<file path="src/rtl/core/e2r_pkg.sv">
package e2r_pkg;

   // field widths
   localparam int unsigned SECS_W = 38;
   localparam int unsigned CHAR_W = 7;

   // last second of year 9999
   localparam logic [SECS_W-1:0] MAX_SECONDS = 38'd253402300799;

   // calendar constants
   localparam logic [16:0] SECS_PER_DAY  = 17'd86400;
   localparam logic [21:0] EPOCH_SHIFT   = 22'd719468;
   localparam logic [17:0] DAYS_PER_ERA  = 18'd146097;
   localparam logic [17:0] DAYS_PER_YEAR = 18'd365;
   localparam logic [13:0] YEARS_PER_ERA = 14'd400;
   localparam logic [13:0] YEARS_PER_CENT = 14'd100;
   localparam logic [10:0] SECS_PER_MIN  = 11'd60;

   // reciprocals: floor(n / d) == (n * m) >> k, with k = input bits + clog2(d)
   localparam logic [31:0] RCP_DAY  = 32'(((64'd1 << 41) + 64'd674) / 64'd675);
   localparam logic [22:0] RCP_ERA  = 23'(((64'd1 << 40) + 64'd146096) / 64'd146097);
   localparam logic [17:0] RCP_MIN  = 18'(((64'd1 << 23) + 64'd59) / 64'd60);
   localparam logic [11:0] RCP_HOUR = 12'(((64'd1 << 17) + 64'd59) / 64'd60);
   localparam logic [18:0] RCP_QUAD = 19'(((64'd1 << 29) + 64'd1459) / 64'd1460);
   localparam logic [18:0] RCP_YEAR = 19'(((64'd1 << 27) + 64'd364) / 64'd365);
   localparam logic [14:0] RCP_CENT = 15'(((64'd1 << 21) + 64'd99) / 64'd100);
   localparam logic [7:0]  RCP_TEN  = 8'(((64'd1 << 11) + 64'd9) / 64'd10);

   // queue between front and back, depth a power of two
   localparam int unsigned QUEUE_DEPTH = 4;
   localparam int unsigned QIDX_W      = $clog2(QUEUE_DEPTH);
   localparam int unsigned QCNT_W      = $clog2(QUEUE_DEPTH + 1);

   // ascii codes
   localparam logic [CHAR_W-1:0] CH_NUL   = 7'h00;
   localparam logic [CHAR_W-1:0] CH_SPACE = 7'h20;
   localparam logic [CHAR_W-1:0] CH_PLUS  = 7'h2B;
   localparam logic [CHAR_W-1:0] CH_ZERO  = 7'h30;
   localparam logic [CHAR_W-1:0] CH_COLON = 7'h3A;

   // first day of each month in a march-based year
   localparam logic [8:0] MONTH_START [12] = '{
      9'd0, 9'd31, 9'd61, 9'd92, 9'd122, 9'd153,
      9'd184, 9'd214, 9'd245, 9'd275, 9'd306, 9'd337
   };

   // three-letter month names, january first
   localparam logic [CHAR_W-1:0] MONTH_TEXT [12][3] = '{
      '{7'h4A, 7'h61, 7'h6E}, '{7'h46, 7'h65, 7'h62}, '{7'h4D, 7'h61, 7'h72},
      '{7'h41, 7'h70, 7'h72}, '{7'h4D, 7'h61, 7'h79}, '{7'h4A, 7'h75, 7'h6E},
      '{7'h4A, 7'h75, 7'h6C}, '{7'h41, 7'h75, 7'h67}, '{7'h53, 7'h65, 7'h70},
      '{7'h4F, 7'h63, 7'h74}, '{7'h4E, 7'h6F, 7'h76}, '{7'h44, 7'h65, 7'h63}
   };

   // one decoded date, ready for text output
   typedef struct packed {
      logic       range_err;
      logic [1:0] day_tens;
      logic [3:0] day_ones;
      logic [3:0] month;
      logic [3:0] cent_tens;
      logic [3:0] cent_ones;
      logic [3:0] yr_tens;
      logic [3:0] yr_ones;
      logic [3:0] hr_tens;
      logic [3:0] hr_ones;
      logic [3:0] min_tens;
      logic [3:0] min_ones;
      logic [3:0] sec_tens;
      logic [3:0] sec_ones;
   } e2r_entry_type;

   // tens and ones of a value below 128
   function automatic logic [7:0] split_digits(input logic [6:0] value);
      logic [14:0] prod;
      logic [3:0]  tens;
      logic [6:0]  ones;
      prod = 15'(value) * 15'(RCP_TEN);
      tens = prod[14:11];
      ones = 7'(value - ({3'd0, tens} << 3) - ({3'd0, tens} << 1));
      return {tens, ones[3:0]};
   endfunction

   // digit to ascii
   function automatic logic [CHAR_W-1:0] digit_char(input logic [3:0] digit);
      return 7'(CH_ZERO + 7'(digit));
   endfunction

   // one letter of a month name
   function automatic logic [CHAR_W-1:0] month_char(input logic [3:0] month,
                                                     input logic [1:0] idx);
      logic [CHAR_W-1:0] ch;
      ch = CH_SPACE;
      if (month < 4'd12 && idx < 2'd3) begin
         ch = MONTH_TEXT[month][idx];
      end
      return ch;
   endfunction

endpackage

</file>
<file path="src/rtl/core/e2r_front.sv">
module e2r_front (
   input  logic                   clock,
   input  logic                   reset,
   input  logic                   req_valid,
   output logic                   req_stall,
   input  logic [37:0]            req_unix_seconds,
   input  logic                   pop,
   output logic                   push_valid,
   output e2r_pkg::e2r_entry_type push_entry
);
   import e2r_pkg::*;

   localparam int unsigned NUM_STAGES = 12;

   logic                  accept;
   logic [QCNT_W-1:0]     credit_ff, credit_in;
   logic [NUM_STAGES-1:0] vld_ff;

   // stage registers
   logic [SECS_W-1:0] s1_secs_ff;
   logic [SECS_W-1:0] s2_secs_ff;
   logic [21:0]       s2_days_ff;
   logic              s2_err_ff;
   logic [16:0]       s3_sod_ff;
   logic [21:0]       s3_z_ff;
   logic              s3_err_ff;
   logic [16:0]       s4_sod_ff;
   logic [21:0]       s4_z_ff;
   logic [4:0]        s4_era_ff;
   logic [10:0]       s4_min_ff;
   logic              s4_err_ff;
   logic [17:0]       s5_doe_ff;
   logic [4:0]        s5_era_ff;
   logic [10:0]       s5_min_ff;
   logic [4:0]        s5_hh_ff;
   logic [5:0]        s5_ss_ff;
   logic              s5_err_ff;
   logic [17:0]       s6_doe_ff;
   logic [17:0]       s6_t_ff;
   logic [4:0]        s6_era_ff;
   logic [4:0]        s6_hh_ff;
   logic [5:0]        s6_mm_ff;
   logic [5:0]        s6_ss_ff;
   logic              s6_err_ff;
   logic [17:0]       s7_doe_ff;
   logic [8:0]        s7_yoe_ff;
   logic [4:0]        s7_era_ff;
   logic [4:0]        s7_hh_ff;
   logic [5:0]        s7_mm_ff;
   logic [5:0]        s7_ss_ff;
   logic              s7_err_ff;
   logic [8:0]        s8_doy_ff;
   logic [13:0]       s8_ybase_ff;
   logic [4:0]        s8_hh_ff;
   logic [5:0]        s8_mm_ff;
   logic [5:0]        s8_ss_ff;
   logic              s8_err_ff;
   logic [13:0]       s9_year_ff;
   logic [4:0]        s9_day_ff;
   logic [3:0]        s9_month_ff;
   logic [4:0]        s9_hh_ff;
   logic [5:0]        s9_mm_ff;
   logic [5:0]        s9_ss_ff;
   logic              s9_err_ff;
   logic [13:0]       s10_year_ff;
   logic [6:0]        s10_cent_ff;
   logic [4:0]        s10_day_ff;
   logic [3:0]        s10_month_ff;
   logic [4:0]        s10_hh_ff;
   logic [5:0]        s10_mm_ff;
   logic [5:0]        s10_ss_ff;
   logic              s10_err_ff;
   logic [6:0]        s11_cent_ff;
   logic [6:0]        s11_yy_ff;
   logic [4:0]        s11_day_ff;
   logic [3:0]        s11_month_ff;
   logic [4:0]        s11_hh_ff;
   logic [5:0]        s11_mm_ff;
   logic [5:0]        s11_ss_ff;
   logic              s11_err_ff;
   e2r_entry_type     s12_entry_ff;

   // combinational results of each stage
   logic [62:0] day_prod;
   logic [38:0] sod_full;
   logic [44:0] era_prod;
   logic [34:0] min_prod;
   logic [21:0] doe_full;
   logic [16:0] ss_full;
   logic [22:0] hour_prod;
   logic [36:0] quad_prod;
   logic [2:0]  cent_days;
   logic        era_end;
   logic [18:0] t_full;
   logic [10:0] mm_full;
   logic [36:0] yoe_prod;
   logic [2:0]  yoe_cent;
   logic [17:0] doy_full;
   logic [3:0]  mp;
   logic [8:0]  day_full;
   logic [28:0] cent_prod;
   logic [13:0] yy_full;
   logic [7:0]  day_dig, cent_dig, yy_dig, hh_dig, mm_dig, ss_dig;

   // credit: items in the pipeline plus the queue never exceed its depth
   assign req_stall = reset || (credit_ff == QCNT_W'(QUEUE_DEPTH));
   assign accept    = req_valid && !req_stall;
   assign credit_in = QCNT_W'(credit_ff + QCNT_W'(accept) - QCNT_W'(pop));

   always_ff @(posedge clock) begin
      if (reset) begin
         credit_ff <= '0;
         vld_ff    <= '0;
      end else begin
         credit_ff <= credit_in;
         vld_ff    <= {vld_ff[NUM_STAGES-2:0], accept};
      end
   end

   // split seconds into days and seconds of the day
   assign day_prod = 63'(s1_secs_ff[37:7]) * 63'(RCP_DAY);
   assign sod_full = 39'(s2_secs_ff) - 39'(s2_days_ff) * 39'(SECS_PER_DAY);

   // era and minutes
   assign era_prod = 45'(s3_z_ff) * 45'(RCP_ERA);
   assign min_prod = 35'(s3_sod_ff) * 35'(RCP_MIN);

   // day of era, seconds, hours
   assign doe_full  = s4_z_ff - 22'(s4_era_ff) * 22'(DAYS_PER_ERA);
   assign ss_full   = s4_sod_ff - 17'(s4_min_ff) * 17'(SECS_PER_MIN);
   assign hour_prod = 23'(s4_min_ff) * 23'(RCP_HOUR);

   // leap-day correction and minutes
   assign quad_prod = 37'(s5_doe_ff) * 37'(RCP_QUAD);
   assign cent_days = 3'(s5_doe_ff >= 18'd36524) + 3'(s5_doe_ff >= 18'd73048)
                    + 3'(s5_doe_ff >= 18'd109572) + 3'(s5_doe_ff >= 18'd146096);
   assign era_end   = (s5_doe_ff >= 18'd146096);
   assign t_full    = 19'(s5_doe_ff) - 19'(quad_prod[36:29]) + 19'(cent_days)
                    - 19'(era_end);
   assign mm_full   = s5_min_ff - 11'(s5_hh_ff) * SECS_PER_MIN;

   // year of era
   assign yoe_prod = 37'(s6_t_ff) * 37'(RCP_YEAR);

   // day of year
   assign yoe_cent = 3'(s7_yoe_ff >= 9'd100) + 3'(s7_yoe_ff >= 9'd200)
                   + 3'(s7_yoe_ff >= 9'd300) + 3'(s7_yoe_ff >= 9'd400)
                   + 3'(s7_yoe_ff >= 9'd500);
   assign doy_full = s7_doe_ff - (18'(s7_yoe_ff) * DAYS_PER_YEAR
                   + 18'(s7_yoe_ff[8:2]) - 18'(yoe_cent));

   // month from day of year
   always_comb begin
      mp = '0;
      for (int i = 1; i < 12; i++) begin
         mp = mp + 4'(s8_doy_ff >= MONTH_START[i]);
      end
   end
   assign day_full = s8_doy_ff - MONTH_START[mp] + 9'd1;

   // century and two-digit year
   assign cent_prod = 29'(s9_year_ff) * 29'(RCP_CENT);
   assign yy_full   = s10_year_ff - 14'(s10_cent_ff) * YEARS_PER_CENT;

   // decimal digits
   assign day_dig  = split_digits(7'(s11_day_ff));
   assign cent_dig = split_digits(s11_cent_ff);
   assign yy_dig   = split_digits(s11_yy_ff);
   assign hh_dig   = split_digits(7'(s11_hh_ff));
   assign mm_dig   = split_digits(7'(s11_mm_ff));
   assign ss_dig   = split_digits(7'(s11_ss_ff));

   // datapath registers
   always_ff @(posedge clock) begin
      s1_secs_ff <= req_unix_seconds;

      s2_secs_ff <= s1_secs_ff;
      s2_days_ff <= day_prod[62:41];
      s2_err_ff  <= (s1_secs_ff > MAX_SECONDS);

      s3_sod_ff <= sod_full[16:0];
      s3_z_ff   <= s2_days_ff + EPOCH_SHIFT;
      s3_err_ff <= s2_err_ff;

      s4_sod_ff <= s3_sod_ff;
      s4_z_ff   <= s3_z_ff;
      s4_era_ff <= era_prod[44:40];
      s4_min_ff <= min_prod[33:23];
      s4_err_ff <= s3_err_ff;

      s5_doe_ff <= doe_full[17:0];
      s5_era_ff <= s4_era_ff;
      s5_min_ff <= s4_min_ff;
      s5_hh_ff  <= hour_prod[21:17];
      s5_ss_ff  <= ss_full[5:0];
      s5_err_ff <= s4_err_ff;

      s6_doe_ff <= s5_doe_ff;
      s6_t_ff   <= t_full[17:0];
      s6_era_ff <= s5_era_ff;
      s6_hh_ff  <= s5_hh_ff;
      s6_mm_ff  <= mm_full[5:0];
      s6_ss_ff  <= s5_ss_ff;
      s6_err_ff <= s5_err_ff;

      s7_doe_ff <= s6_doe_ff;
      s7_yoe_ff <= yoe_prod[35:27];
      s7_era_ff <= s6_era_ff;
      s7_hh_ff  <= s6_hh_ff;
      s7_mm_ff  <= s6_mm_ff;
      s7_ss_ff  <= s6_ss_ff;
      s7_err_ff <= s6_err_ff;

      s8_doy_ff   <= doy_full[8:0];
      s8_ybase_ff <= 14'(s7_yoe_ff) + 14'(s7_era_ff) * YEARS_PER_ERA;
      s8_hh_ff    <= s7_hh_ff;
      s8_mm_ff    <= s7_mm_ff;
      s8_ss_ff    <= s7_ss_ff;
      s8_err_ff   <= s7_err_ff;

      s9_year_ff  <= s8_ybase_ff + 14'(mp >= 4'd10);
      s9_day_ff   <= day_full[4:0];
      s9_month_ff <= (mp < 4'd10) ? 4'(mp + 4'd2) : 4'(mp - 4'd10);
      s9_hh_ff    <= s8_hh_ff;
      s9_mm_ff    <= s8_mm_ff;
      s9_ss_ff    <= s8_ss_ff;
      s9_err_ff   <= s8_err_ff;

      s10_year_ff  <= s9_year_ff;
      s10_cent_ff  <= cent_prod[27:21];
      s10_day_ff   <= s9_day_ff;
      s10_month_ff <= s9_month_ff;
      s10_hh_ff    <= s9_hh_ff;
      s10_mm_ff    <= s9_mm_ff;
      s10_ss_ff    <= s9_ss_ff;
      s10_err_ff   <= s9_err_ff;

      s11_cent_ff  <= s10_cent_ff;
      s11_yy_ff    <= yy_full[6:0];
      s11_day_ff   <= s10_day_ff;
      s11_month_ff <= s10_month_ff;
      s11_hh_ff    <= s10_hh_ff;
      s11_mm_ff    <= s10_mm_ff;
      s11_ss_ff    <= s10_ss_ff;
      s11_err_ff   <= s10_err_ff;

      s12_entry_ff.range_err <= s11_err_ff;
      s12_entry_ff.day_tens  <= day_dig[5:4];
      s12_entry_ff.day_ones  <= day_dig[3:0];
      s12_entry_ff.month     <= s11_month_ff;
      s12_entry_ff.cent_tens <= cent_dig[7:4];
      s12_entry_ff.cent_ones <= cent_dig[3:0];
      s12_entry_ff.yr_tens   <= yy_dig[7:4];
      s12_entry_ff.yr_ones   <= yy_dig[3:0];
      s12_entry_ff.hr_tens   <= hh_dig[7:4];
      s12_entry_ff.hr_ones   <= hh_dig[3:0];
      s12_entry_ff.min_tens  <= mm_dig[7:4];
      s12_entry_ff.min_ones  <= mm_dig[3:0];
      s12_entry_ff.sec_tens  <= ss_dig[7:4];
      s12_entry_ff.sec_ones  <= ss_dig[3:0];
   end

   assign push_valid = vld_ff[NUM_STAGES-1];
   assign push_entry = s12_entry_ff;

endmodule

</file>
<file path="src/rtl/core/e2r_queue.sv">
module e2r_queue (
   input  logic                   clock,
   input  logic                   reset,
   input  logic                   push,
   input  e2r_pkg::e2r_entry_type push_entry,
   input  logic                   pop,
   output logic                   empty,
   output e2r_pkg::e2r_entry_type head_entry
);
   import e2r_pkg::*;

   e2r_entry_type     slot_ff [QUEUE_DEPTH];
   logic [QIDX_W-1:0] wr_ptr_ff, rd_ptr_ff;
   logic [QCNT_W-1:0] count_ff;

   assign empty      = (count_ff == '0);
   assign head_entry = slot_ff[rd_ptr_ff];

   // pointers and fill count
   always_ff @(posedge clock) begin
      if (reset) begin
         wr_ptr_ff <= '0;
         rd_ptr_ff <= '0;
         count_ff  <= '0;
      end else begin
         if (push) begin
            wr_ptr_ff <= QIDX_W'(wr_ptr_ff + 1'b1);
         end
         if (pop) begin
            rd_ptr_ff <= QIDX_W'(rd_ptr_ff + 1'b1);
         end
         count_ff <= QCNT_W'(count_ff + QCNT_W'(push) - QCNT_W'(pop));
      end
   end

   // entry storage
   always_ff @(posedge clock) begin
      if (push) begin
         slot_ff[wr_ptr_ff] <= push_entry;
      end
   end

endmodule

</file>
<file path="src/rtl/core/e2r_back.sv">
module e2r_back (
   input  logic                   clock,
   input  logic                   reset,
   input  logic                   empty,
   input  e2r_pkg::e2r_entry_type head_entry,
   output logic                   pop,
   output logic                   rsp_valid,
   input  logic                   rsp_stall,
   output logic [6:0]             rsp_text_char,
   output logic                   rsp_last_char,
   output logic                   rsp_range_error
);
   import e2r_pkg::*;

   // character positions in the text
   localparam logic [4:0] POS_DAY_TENS  = 5'd0;
   localparam logic [4:0] POS_DAY_ONES  = 5'd1;
   localparam logic [4:0] POS_SP_DAY    = 5'd2;
   localparam logic [4:0] POS_MON_A     = 5'd3;
   localparam logic [4:0] POS_MON_B     = 5'd4;
   localparam logic [4:0] POS_MON_C     = 5'd5;
   localparam logic [4:0] POS_SP_MON    = 5'd6;
   localparam logic [4:0] POS_CENT_TENS = 5'd7;
   localparam logic [4:0] POS_CENT_ONES = 5'd8;
   localparam logic [4:0] POS_YR_TENS   = 5'd9;
   localparam logic [4:0] POS_YR_ONES   = 5'd10;
   localparam logic [4:0] POS_SP_YR     = 5'd11;
   localparam logic [4:0] POS_HR_TENS   = 5'd12;
   localparam logic [4:0] POS_HR_ONES   = 5'd13;
   localparam logic [4:0] POS_COLON_HR  = 5'd14;
   localparam logic [4:0] POS_MIN_TENS  = 5'd15;
   localparam logic [4:0] POS_MIN_ONES  = 5'd16;
   localparam logic [4:0] POS_COLON_MIN = 5'd17;
   localparam logic [4:0] POS_SEC_TENS  = 5'd18;
   localparam logic [4:0] POS_SEC_ONES  = 5'd19;
   localparam logic [4:0] POS_SP_SEC    = 5'd20;
   localparam logic [4:0] POS_PLUS      = 5'd21;
   localparam logic [4:0] POS_ZONE_A    = 5'd22;
   localparam logic [4:0] POS_ZONE_B    = 5'd23;
   localparam logic [4:0] POS_ZONE_C    = 5'd24;
   localparam logic [4:0] POS_LAST      = 5'd25;

   e2r_entry_type     cur_ff;
   logic              cur_vld_ff, cur_vld_in;
   logic [4:0]        pos_ff, pos_in;
   logic              rsp_valid_ff;
   logic [CHAR_W-1:0] rsp_char_ff;
   logic              rsp_last_ff;
   logic              rsp_err_ff;

   logic              advance;
   logic              is_last;
   logic [CHAR_W-1:0] next_char;

   assign advance = cur_vld_ff && (!rsp_valid_ff || !rsp_stall);
   assign is_last = cur_ff.range_err || (pos_ff == POS_LAST);
   assign pop     = !empty && (!cur_vld_ff || (advance && is_last));

   // character for the current position
   always_comb begin
      unique case (pos_ff) inside
         POS_DAY_TENS:  next_char = digit_char({2'b00, cur_ff.day_tens});
         POS_DAY_ONES:  next_char = digit_char(cur_ff.day_ones);
         POS_MON_A:     next_char = month_char(cur_ff.month, 2'd0);
         POS_MON_B:     next_char = month_char(cur_ff.month, 2'd1);
         POS_MON_C:     next_char = month_char(cur_ff.month, 2'd2);
         POS_CENT_TENS: next_char = digit_char(cur_ff.cent_tens);
         POS_CENT_ONES: next_char = digit_char(cur_ff.cent_ones);
         POS_YR_TENS:   next_char = digit_char(cur_ff.yr_tens);
         POS_YR_ONES:   next_char = digit_char(cur_ff.yr_ones);
         POS_HR_TENS:   next_char = digit_char(cur_ff.hr_tens);
         POS_HR_ONES:   next_char = digit_char(cur_ff.hr_ones);
         POS_MIN_TENS:  next_char = digit_char(cur_ff.min_tens);
         POS_MIN_ONES:  next_char = digit_char(cur_ff.min_ones);
         POS_SEC_TENS:  next_char = digit_char(cur_ff.sec_tens);
         POS_SEC_ONES:  next_char = digit_char(cur_ff.sec_ones);
         POS_COLON_HR, POS_COLON_MIN: next_char = CH_COLON;
         POS_PLUS:      next_char = CH_PLUS;
         POS_ZONE_A, POS_ZONE_B, POS_ZONE_C, POS_LAST: next_char = CH_ZERO;
         POS_SP_DAY, POS_SP_MON, POS_SP_YR, POS_SP_SEC: next_char = CH_SPACE;
         default:       next_char = CH_SPACE;
      endcase
   end

   // current request and position
   always_comb begin
      cur_vld_in = cur_vld_ff;
      pos_in     = pos_ff;
      if (pop) begin
         cur_vld_in = 1'b1;
         pos_in     = (head_entry.day_tens == 2'd0) ? POS_DAY_ONES : POS_DAY_TENS;
      end else if (advance) begin
         cur_vld_in = !is_last;
         pos_in     = 5'(pos_ff + 5'd1);
      end
   end

   always_ff @(posedge clock) begin
      if (reset) begin
         cur_vld_ff   <= 1'b0;
         rsp_valid_ff <= 1'b0;
      end else begin
         cur_vld_ff <= cur_vld_in;
         if (advance) begin
            rsp_valid_ff <= 1'b1;
         end else if (!rsp_stall) begin
            rsp_valid_ff <= 1'b0;
         end
      end
   end

   // payload registers
   always_ff @(posedge clock) begin
      pos_ff <= pos_in;
      if (pop) begin
         cur_ff <= head_entry;
      end
      if (advance) begin
         rsp_char_ff <= cur_ff.range_err ? CH_NUL : next_char;
         rsp_last_ff <= is_last;
         rsp_err_ff  <= cur_ff.range_err;
      end
   end

   assign rsp_valid       = rsp_valid_ff;
   assign rsp_text_char   = rsp_char_ff;
   assign rsp_last_char   = rsp_last_ff;
   assign rsp_range_error = rsp_err_ff;

endmodule

</file>
<file path="src/rtl/core/epoch_to_rfc2822_date_text_unit.sv">
// Unix seconds to "D Mon YYYY HH:MM:SS +0000" text, one ASCII character per
// response.
// req channel: req_valid / req_stall with req_unix_seconds, taken at an edge
// where req_valid is high and req_stall low.
// rsp channel: rsp_valid / rsp_stall with rsp_text_char, rsp_last_char and
// rsp_range_error. rsp_last_char marks the final character of a request.
// A time past the end of year 9999 gives a single response with
// rsp_range_error and rsp_last_char set and a zero character.
// When idle, an accepted request passes the 12-stage conversion pipeline,
// the queue write, the serializer load and the output register before
// rsp_valid of its first character rises.
// Throughput: the output serializer sends one character per cycle while
// rsp_stall is low, so a request gives 25 or 26 characters (one for a range
// error); requests follow back to back while the queue has room.
// Reset clears all valid state and the queue; req_stall is high during reset.
// When the receiver stalls, the output register holds, the serializer waits,
// the queue fills; req_stall rises at four requests in pipeline and queue.
module epoch_to_rfc2822_date_text_unit (
   input  logic        clock,
   input  logic        reset,
   input  logic        req_valid,
   output logic        req_stall,
   input  logic [37:0] req_unix_seconds,
   output logic        rsp_valid,
   input  logic        rsp_stall,
   output logic [6:0]  rsp_text_char,
   output logic        rsp_last_char,
   output logic        rsp_range_error
);
   import e2r_pkg::*;

   logic          push_valid;
   e2r_entry_type push_entry;
   logic          pop;
   logic          empty;
   e2r_entry_type head_entry;

   // conversion pipeline
   e2r_front u_front (
      .clock            (clock),
      .reset            (reset),
      .req_valid        (req_valid),
      .req_stall        (req_stall),
      .req_unix_seconds (req_unix_seconds),
      .pop              (pop),
      .push_valid       (push_valid),
      .push_entry       (push_entry)
   );

   // decoded dates waiting for output
   e2r_queue u_queue (
      .clock      (clock),
      .reset      (reset),
      .push       (push_valid),
      .push_entry (push_entry),
      .pop        (pop),
      .empty      (empty),
      .head_entry (head_entry)
   );

   // text serializer
   e2r_back u_back (
      .clock           (clock),
      .reset           (reset),
      .empty           (empty),
      .head_entry      (head_entry),
      .pop             (pop),
      .rsp_valid       (rsp_valid),
      .rsp_stall       (rsp_stall),
      .rsp_text_char   (rsp_text_char),
      .rsp_last_char   (rsp_last_char),
      .rsp_range_error (rsp_range_error)
   );

endmodule
</file>
<file path="config.mk">
export PLATFORM = sky130hd
export DESIGN_NAME = epoch_to_rfc2822_date_text_unit
export DESIGN_NICKNAME = d
export VERILOG_FILES = /design/src/rtl/core/e2r_pkg.sv /design/src/rtl/core/e2r_front.sv /design/src/rtl/core/e2r_queue.sv /design/src/rtl/core/e2r_back.sv /design/src/rtl/core/epoch_to_rfc2822_date_text_unit.sv
export SDC_FILE = /design/constraint.sdc
export NUM_CORES = 2
export LEC_CHECK = 0
export BUFFER_PORTS_ARGS = -buffer_cell sky130_fd_sc_hd__buf_4
export CAP_MARGIN = 20
export CORE_MARGIN = 2
export CORE_UTILIZATION = 47
export DETAILED_ROUTE_END_ITERATION = 10
export PLACE_DENSITY = 0.73
export SLEW_MARGIN = 30
export SYNTH_ARGS = -nofsm -noshare
export SYNTH_HDL_FRONTEND = slang
export SYNTH_SLANG_ARGS = --single-unit
</file>
<file path="constraint.sdc">
create_clock -name clock -period 18.25 [get_ports clock]
set_input_delay 0.9125 -clock clock [delete_from_list [all_inputs] [get_ports clock]]
set_output_delay 0.9125 -clock clock [all_outputs]
set_load 0.005 [all_outputs]
</file>
**Word level (Yosys, flattened, before mapping)**

Memory sizes are Yosys's and may differ from the RTL's. A register that Yosys moved wholly into a read port is not among the register bits.
Cells that the tools add are included.

- Add/subtract/negate cells: 66
- Multiply operators: 20
- Magnitude comparators: 26
- Equality and inequality tests: 23
- Multiplexer cells: 20
- Bitwise operators: 2
- Reductions and logical operators: 20

Operators by type and width:

| kind | count |
|---|---|
| $pmux 7 s18 | 1 |
| $add 6x4->7 const A | 11 |
| $mul 31x32->63 const B | 1 |
| $ge 9x9->1 const B | 6 |
| $eq 5x5->1 const B | 9 |
| $ge 9x8->1 const B | 5 |
| $mul 22x22->44 const B | 1 |
| $mux 21 | 2 |
| $sub 4x4->4 | 10 |
| $gt 38x38->1 const B | 1 |
| $add 4x1->4 | 9 |
| $ge 18x17->1 const B | 2 |
| $eq 5x4->1 const B | 7 |
| $mul 17x18->34 const B | 1 |
| $mul 18x16->34 const B | 1 |
| $mul 18x16->33 const B | 1 |
| $mul 7x8->15 const B | 2 |
| $mul 6x8->14 const B | 2 |
| $ge 9x7->1 const B | 3 |
| $mul 14x13->26 const B | 1 |
| $mul 5x8->13 const B | 2 |
| $add 22x20->22 const B | 1 |
| $mul 11x12->22 const B | 1 |
| $mul 22x10->10 const B | 1 |
| 55 further kinds | 96 |

- Bits in registers: 591
- RAM bits: 188
- Memory bits (read-only): 480
- Input bits: 42
- Output and inout bits: 11
- Memories kept: 3

Memory list:

| name | depth | width | rd ports | clocked after memory_dff | wr ports | RTL line | source |
|---|---|---|---|---|---|---|---|
| (name not given) | 16 | 21 | 1 | 0 | 0 | e2r_pkg.sv:95 | `ch = MONTH_TEXT[month][idx];` |
| u_queue.slot_ff | 4 | 47 | 1 | 1 | 1 | e2r_queue.sv:12 | `e2r_entry_type slot_ff [QUEUE_DEPTH];` |
| (name not given) | 16 | 9 | 1 | 0 | 0 | e2r_front.sv:159 | `assign day_full = s8_doy_ff - MONTH_START[mp] + 9'd1;` |

**Depth between registers and ports, before layout**

- Depth in word-level cells: 17
- Depth in mapped cells: 37

**Modules after synthesis**

From an unflattened synthesis, not the netlist that was laid out.

- Cells, all modules: 6304
- Area total of the unflattened synthesis: 72672.2 µm²

Modules (own cells, without submodules):

| module | times used | cells each | area an instance (µm²) |
|---|---|---|---|
| e2r_front | 1 | 5744 | 61539.0 |
| e2r_queue | 1 | 308 | 7851.3 |
| e2r_back | 1 | 252 | 3281.9 |

**Worst setup path before layout**

OpenSTA, ideal clock, no wires.

- Path type: register -> register
- Start point: register u_front.s5_doe_ff[5]
- End point: register u_front.s6_t_ff[16]
- Setup time: 86 ps
- Data arrival time: 8440 ps
- Data required time: 18164 ps
- Setup slack: 9725 ps
- Stages on the path, launching flop included: 37
- Buffers on the path: 0
- Cells stage by stage: dfxtp_1 -> inv_1 -> fa_1 -> inv_1 -> ha_1 -> fa_1 -> inv_1 -> fa_1 -> inv_1 -> fa_1 -> inv_1 -> fa_1 -> inv_1 -> ha_1 -> o21a_1 -> o2111ai_1 -> o211ai_1 -> o21ai_0 -> o21ai_0 -> a21o_1 -> a21oi_1 -> xnor2_1 -> fa_1 -> fa_1 -> nand2b_1 -> fa_1 -> nor2b_1 -> o21ai_1 -> a21boi_1 -> o21ai_0 -> a21boi_1 -> o21ai_0 -> a21boi_1 -> o21ai_1 -> a2111oi_0 -> nor2_1 -> a211oi_1

- Longest elaborated chain between the ends: 6
- Elaborated cells on any way between the ends: 11

Ends and longest elaborated chain:

| item | RTL line | source |
|---|---|---|
| start: declaration | e2r_front.sv:32 | `logic [17:0] s5_doe_ff;` |
| start signal: assignment | e2r_front.sv:191 | `s5_doe_ff <= doe_full[17:0];` |
| parallel branches: the longest is 5 deep, another holds $mul 18x16->34 | -- |  |
| $sub 18x1->18 * | e2r_front.sv:139 | `- 19'(era_end);` |
| named net u_front.t_full[16] | e2r_front.sv:94 | `logic [18:0] t_full;` |
| end signal: assignment | e2r_front.sv:199 | `s6_t_ff <= t_full[17:0];` |
| end: declaration | e2r_front.sv:39 | `logic [17:0] s6_t_ff;` |

Mark *: on every way through the listed nets, which the timed path passes.
A chain may end at the register's enable or synchronous reset.

**Worst setup path after layout**

Ends and elaborated chain as after synthesis.

==> flow_summary.ini <==
[clock_network]
hold_buffers = 0
post_cts_buffers = 0
cts_sinks = 777
htreeDepth = 3
clockBufferDepth = 3
cts_resized = 0
insertion_delay_ns = 0.69
cts.clk_slew.worst_paths_ns = 0.06
cts_root_buf = clkbuf_16
cts_tree = done
numCtsBuffers = 81

[floorplan]
rows = 142
die_area_um2 = 154700
dieWidth_um = 393.3
core_area_um2 = 150100
io_pins = 53
initial_utilization = 0.4744
die_h_um = 393.3

[synthesis]
syn_area_per_cell_um2 = 11.50
netlist_area_um2 = 71230
yosysSeqAreaShare = 0.2534
synth_commonest_cells = ha_1, inv_1, fa_1
async_flop_share = 0
synth-seq-cells = 777
synth_ff_type = dfxtp_1
synth_top_cell_area_share = 0.2830
synthTopCellsByArea = ha_1, fa_1, dfxtp_1
postSynthCellCount = 6194
synth_most_common_cell = ha_1
synth_edf_count = 249
synth.distinct_cells = 79
ys_warn_count = 0
synth_top_cell_by_area = ha_1
syn_nets = 8720

[detailed_routing]
ant_nets = 0
routed_wl_mm = 139.5
drcViolationCount = 0
avgViaCountPerCell = 5.005
drt_first_pass_iters = 5
vias = 42020
routedWlPerCell_um = 16.62
drt_first_iter_violations = 2024

[grt]
grt_pass1_wl_mm = 234.0
grt_max_degree = 48
grt_most_used_layer = met2
met3_usage = 0.02628
overflow = 0
use_met1 = 0.2414
first_global_vias = 45900
globalRouteMet2Util = 0.3388
grt_use_total = 0.1899
antenna_found_initial = 3

[place]
numPortBuffers = 52
post_dp_cell_area_um2 = 74140
hpwl_mm = 115.4
place_congestion = 0.9383

[layout]
layout-drive-gt1-share = 0.04594
post-route-util = 0.5131
fin_nets = 8838
areaGrowthSynthToFinish_pct = 8.156
design_area_um2 = 77040

[sta]
clock_skew_ns = 0.06682
max_freq_mhz = 100.0
hold_slack_ns = 0.2882
slew_headroom = 0.3581
hold_violations = 0
fin_crit_ns = 9.995
fin_setup_tns_ns = 0
min_period_over_period = 0.5477
finalSetupViolCount = 0
tightestPinTransition_ns = 0.9616
drv_slew = 0
grt_setup_unrepaired = no

[critical_path]
end_kind = register
crit_top_cell = fa_1
crit_type = reg2reg
worst-path-max-fanout = 12
start_kind = register
slowest_delay_ns = 0.77
slowest_stage = dfxtp_1
required_ns = 18.83
arrival_ns = 10.58

[flow_run]
cap_violations = 0

[outcome]
outcome = completed

[hold_path]
hold_path_class = reg2reg
## cell usage in the layout (no fill, tap or decap), types with 10 or more instances in the layout
cell type  count
a211oi_1      18
a21o_1       103
a21oi_1      152
a31oi_1       24
and2_1        14
and3_1        25
buf_4         63
clkbuf_16     83
clkbuf_8      10
clkinv_2      13
dfxtp_1      526
edfxtp_1     249
fa_1         873
ha_1        1611
inv_1       1502
mux4_2        47
nand2_1      117
nand2b_1      20
nand3_1       53
nand4_1       25
nor2_1       127
nor2b_1       39
nor3_1        37
o211ai_1      13
o21a_1        24
o21ai_0       87
o21ai_1       13
o21bai_1      23
or2_2         13
or3_1         12
xnor2_1      203
xor2_1        65
## metal layers
| metal | part of all wire | vias to the layer above |
|---|---|---|
| met4 | 0.023 | 0 |
| met3 | 0.040 | 214 |
| met2 | 0.50 | 702 |
| met5 | 0 | - |
| li1 | - | 20330 |
| met1 | 0.43 | 20770 |
## flip-flops by register name, indices dropped and copies added, names as in the netlist, 9 cells and up, named ones only
register	cells
u_queue.slot_ff	188
u_back.cur_ff	47
u_front.push_entry	47
u_front.s1_secs_ff	38
u_front.s2_days_ff	22
u_front.s3_z_ff	22
u_front.s4_z_ff	18
u_front.s5_doe_ff	18
u_front.s6_t_ff	18
u_front.s2_secs_ff	17
u_front.s3_sod_ff	17
u_front.s8_ybase_ff	14
u_front.s9_year_ff	14
u_front.vld_ff	12
u_front.s4_min_ff	11
u_front.s6_doe_ff	9
u_front.s7_doe_ff	9
u_front.s7_yoe_ff	9
u_front.s8_doy_ff	9
## layout make-up
cell class	count	area, um^2
Inverter	1502	5638
Tap cell	2016	2522
Clock buffer	102	2248
Clock inverter	47	646.9
Timing Repair Buffer	63	473.0
Multi-Input combinational cell	3887	47450
Sequential cell	777	18050
Fill cell	12890	73090
Antenna cell	1	2.502
## logic make-up (layout without fill, tap and decap cells)
family                   after synthesis  in the layout  synth area share
AO/OA/AOI/OAI                        576            576           0.05419
XOR/XNOR                             268            268           0.03295
adder cells (fa/ha/maj)             2484           2484            0.5284
buffers and inverters               1530           1714           0.08063
flip-flops                           777            777            0.2534
multiplexers                          56             56           0.01620
other                                  0              1                 0
AND/OR/NAND/NOR                      503            503           0.03431
## critical path, delay by kind of cell, from the launching register on
family                   cells  cell delay (ns)
adder cells (fa/ha/maj)     10             4.51
AO/OA/AOI/OAI               16             3.40
flip-flops                   1             0.77
buffers and inverters        6             0.59
AND/OR/NAND/NOR              3             0.47
XOR/XNOR                     1             0.20
## worst paths after layout
check                   endpoint                  from  cells after the start  slack, ns
max          u_front.s6_t_ff[16]  u_front.s5_doe_ff[5]                     36       8.25
min            u_front.s6_err_ff     u_front.s5_err_ff                      0       0.29
max reg2reg  u_front.s6_t_ff[16]  u_front.s5_doe_ff[5]                     36       8.25
min reg2reg    u_front.s6_err_ff     u_front.s5_err_ff                      0       0.29
## through the flow
step,setup slack (ns),std cells
floorplan,9.725,6194
global placement,8.597,8245
detailed placement,8.240,8245
CTS,8.222,8394
global route,7.515,8395
finish,8.255,8395
Power is not shown: default switching activity piles up to over one toggle a cycle in this logic, so the estimate is an artifact.
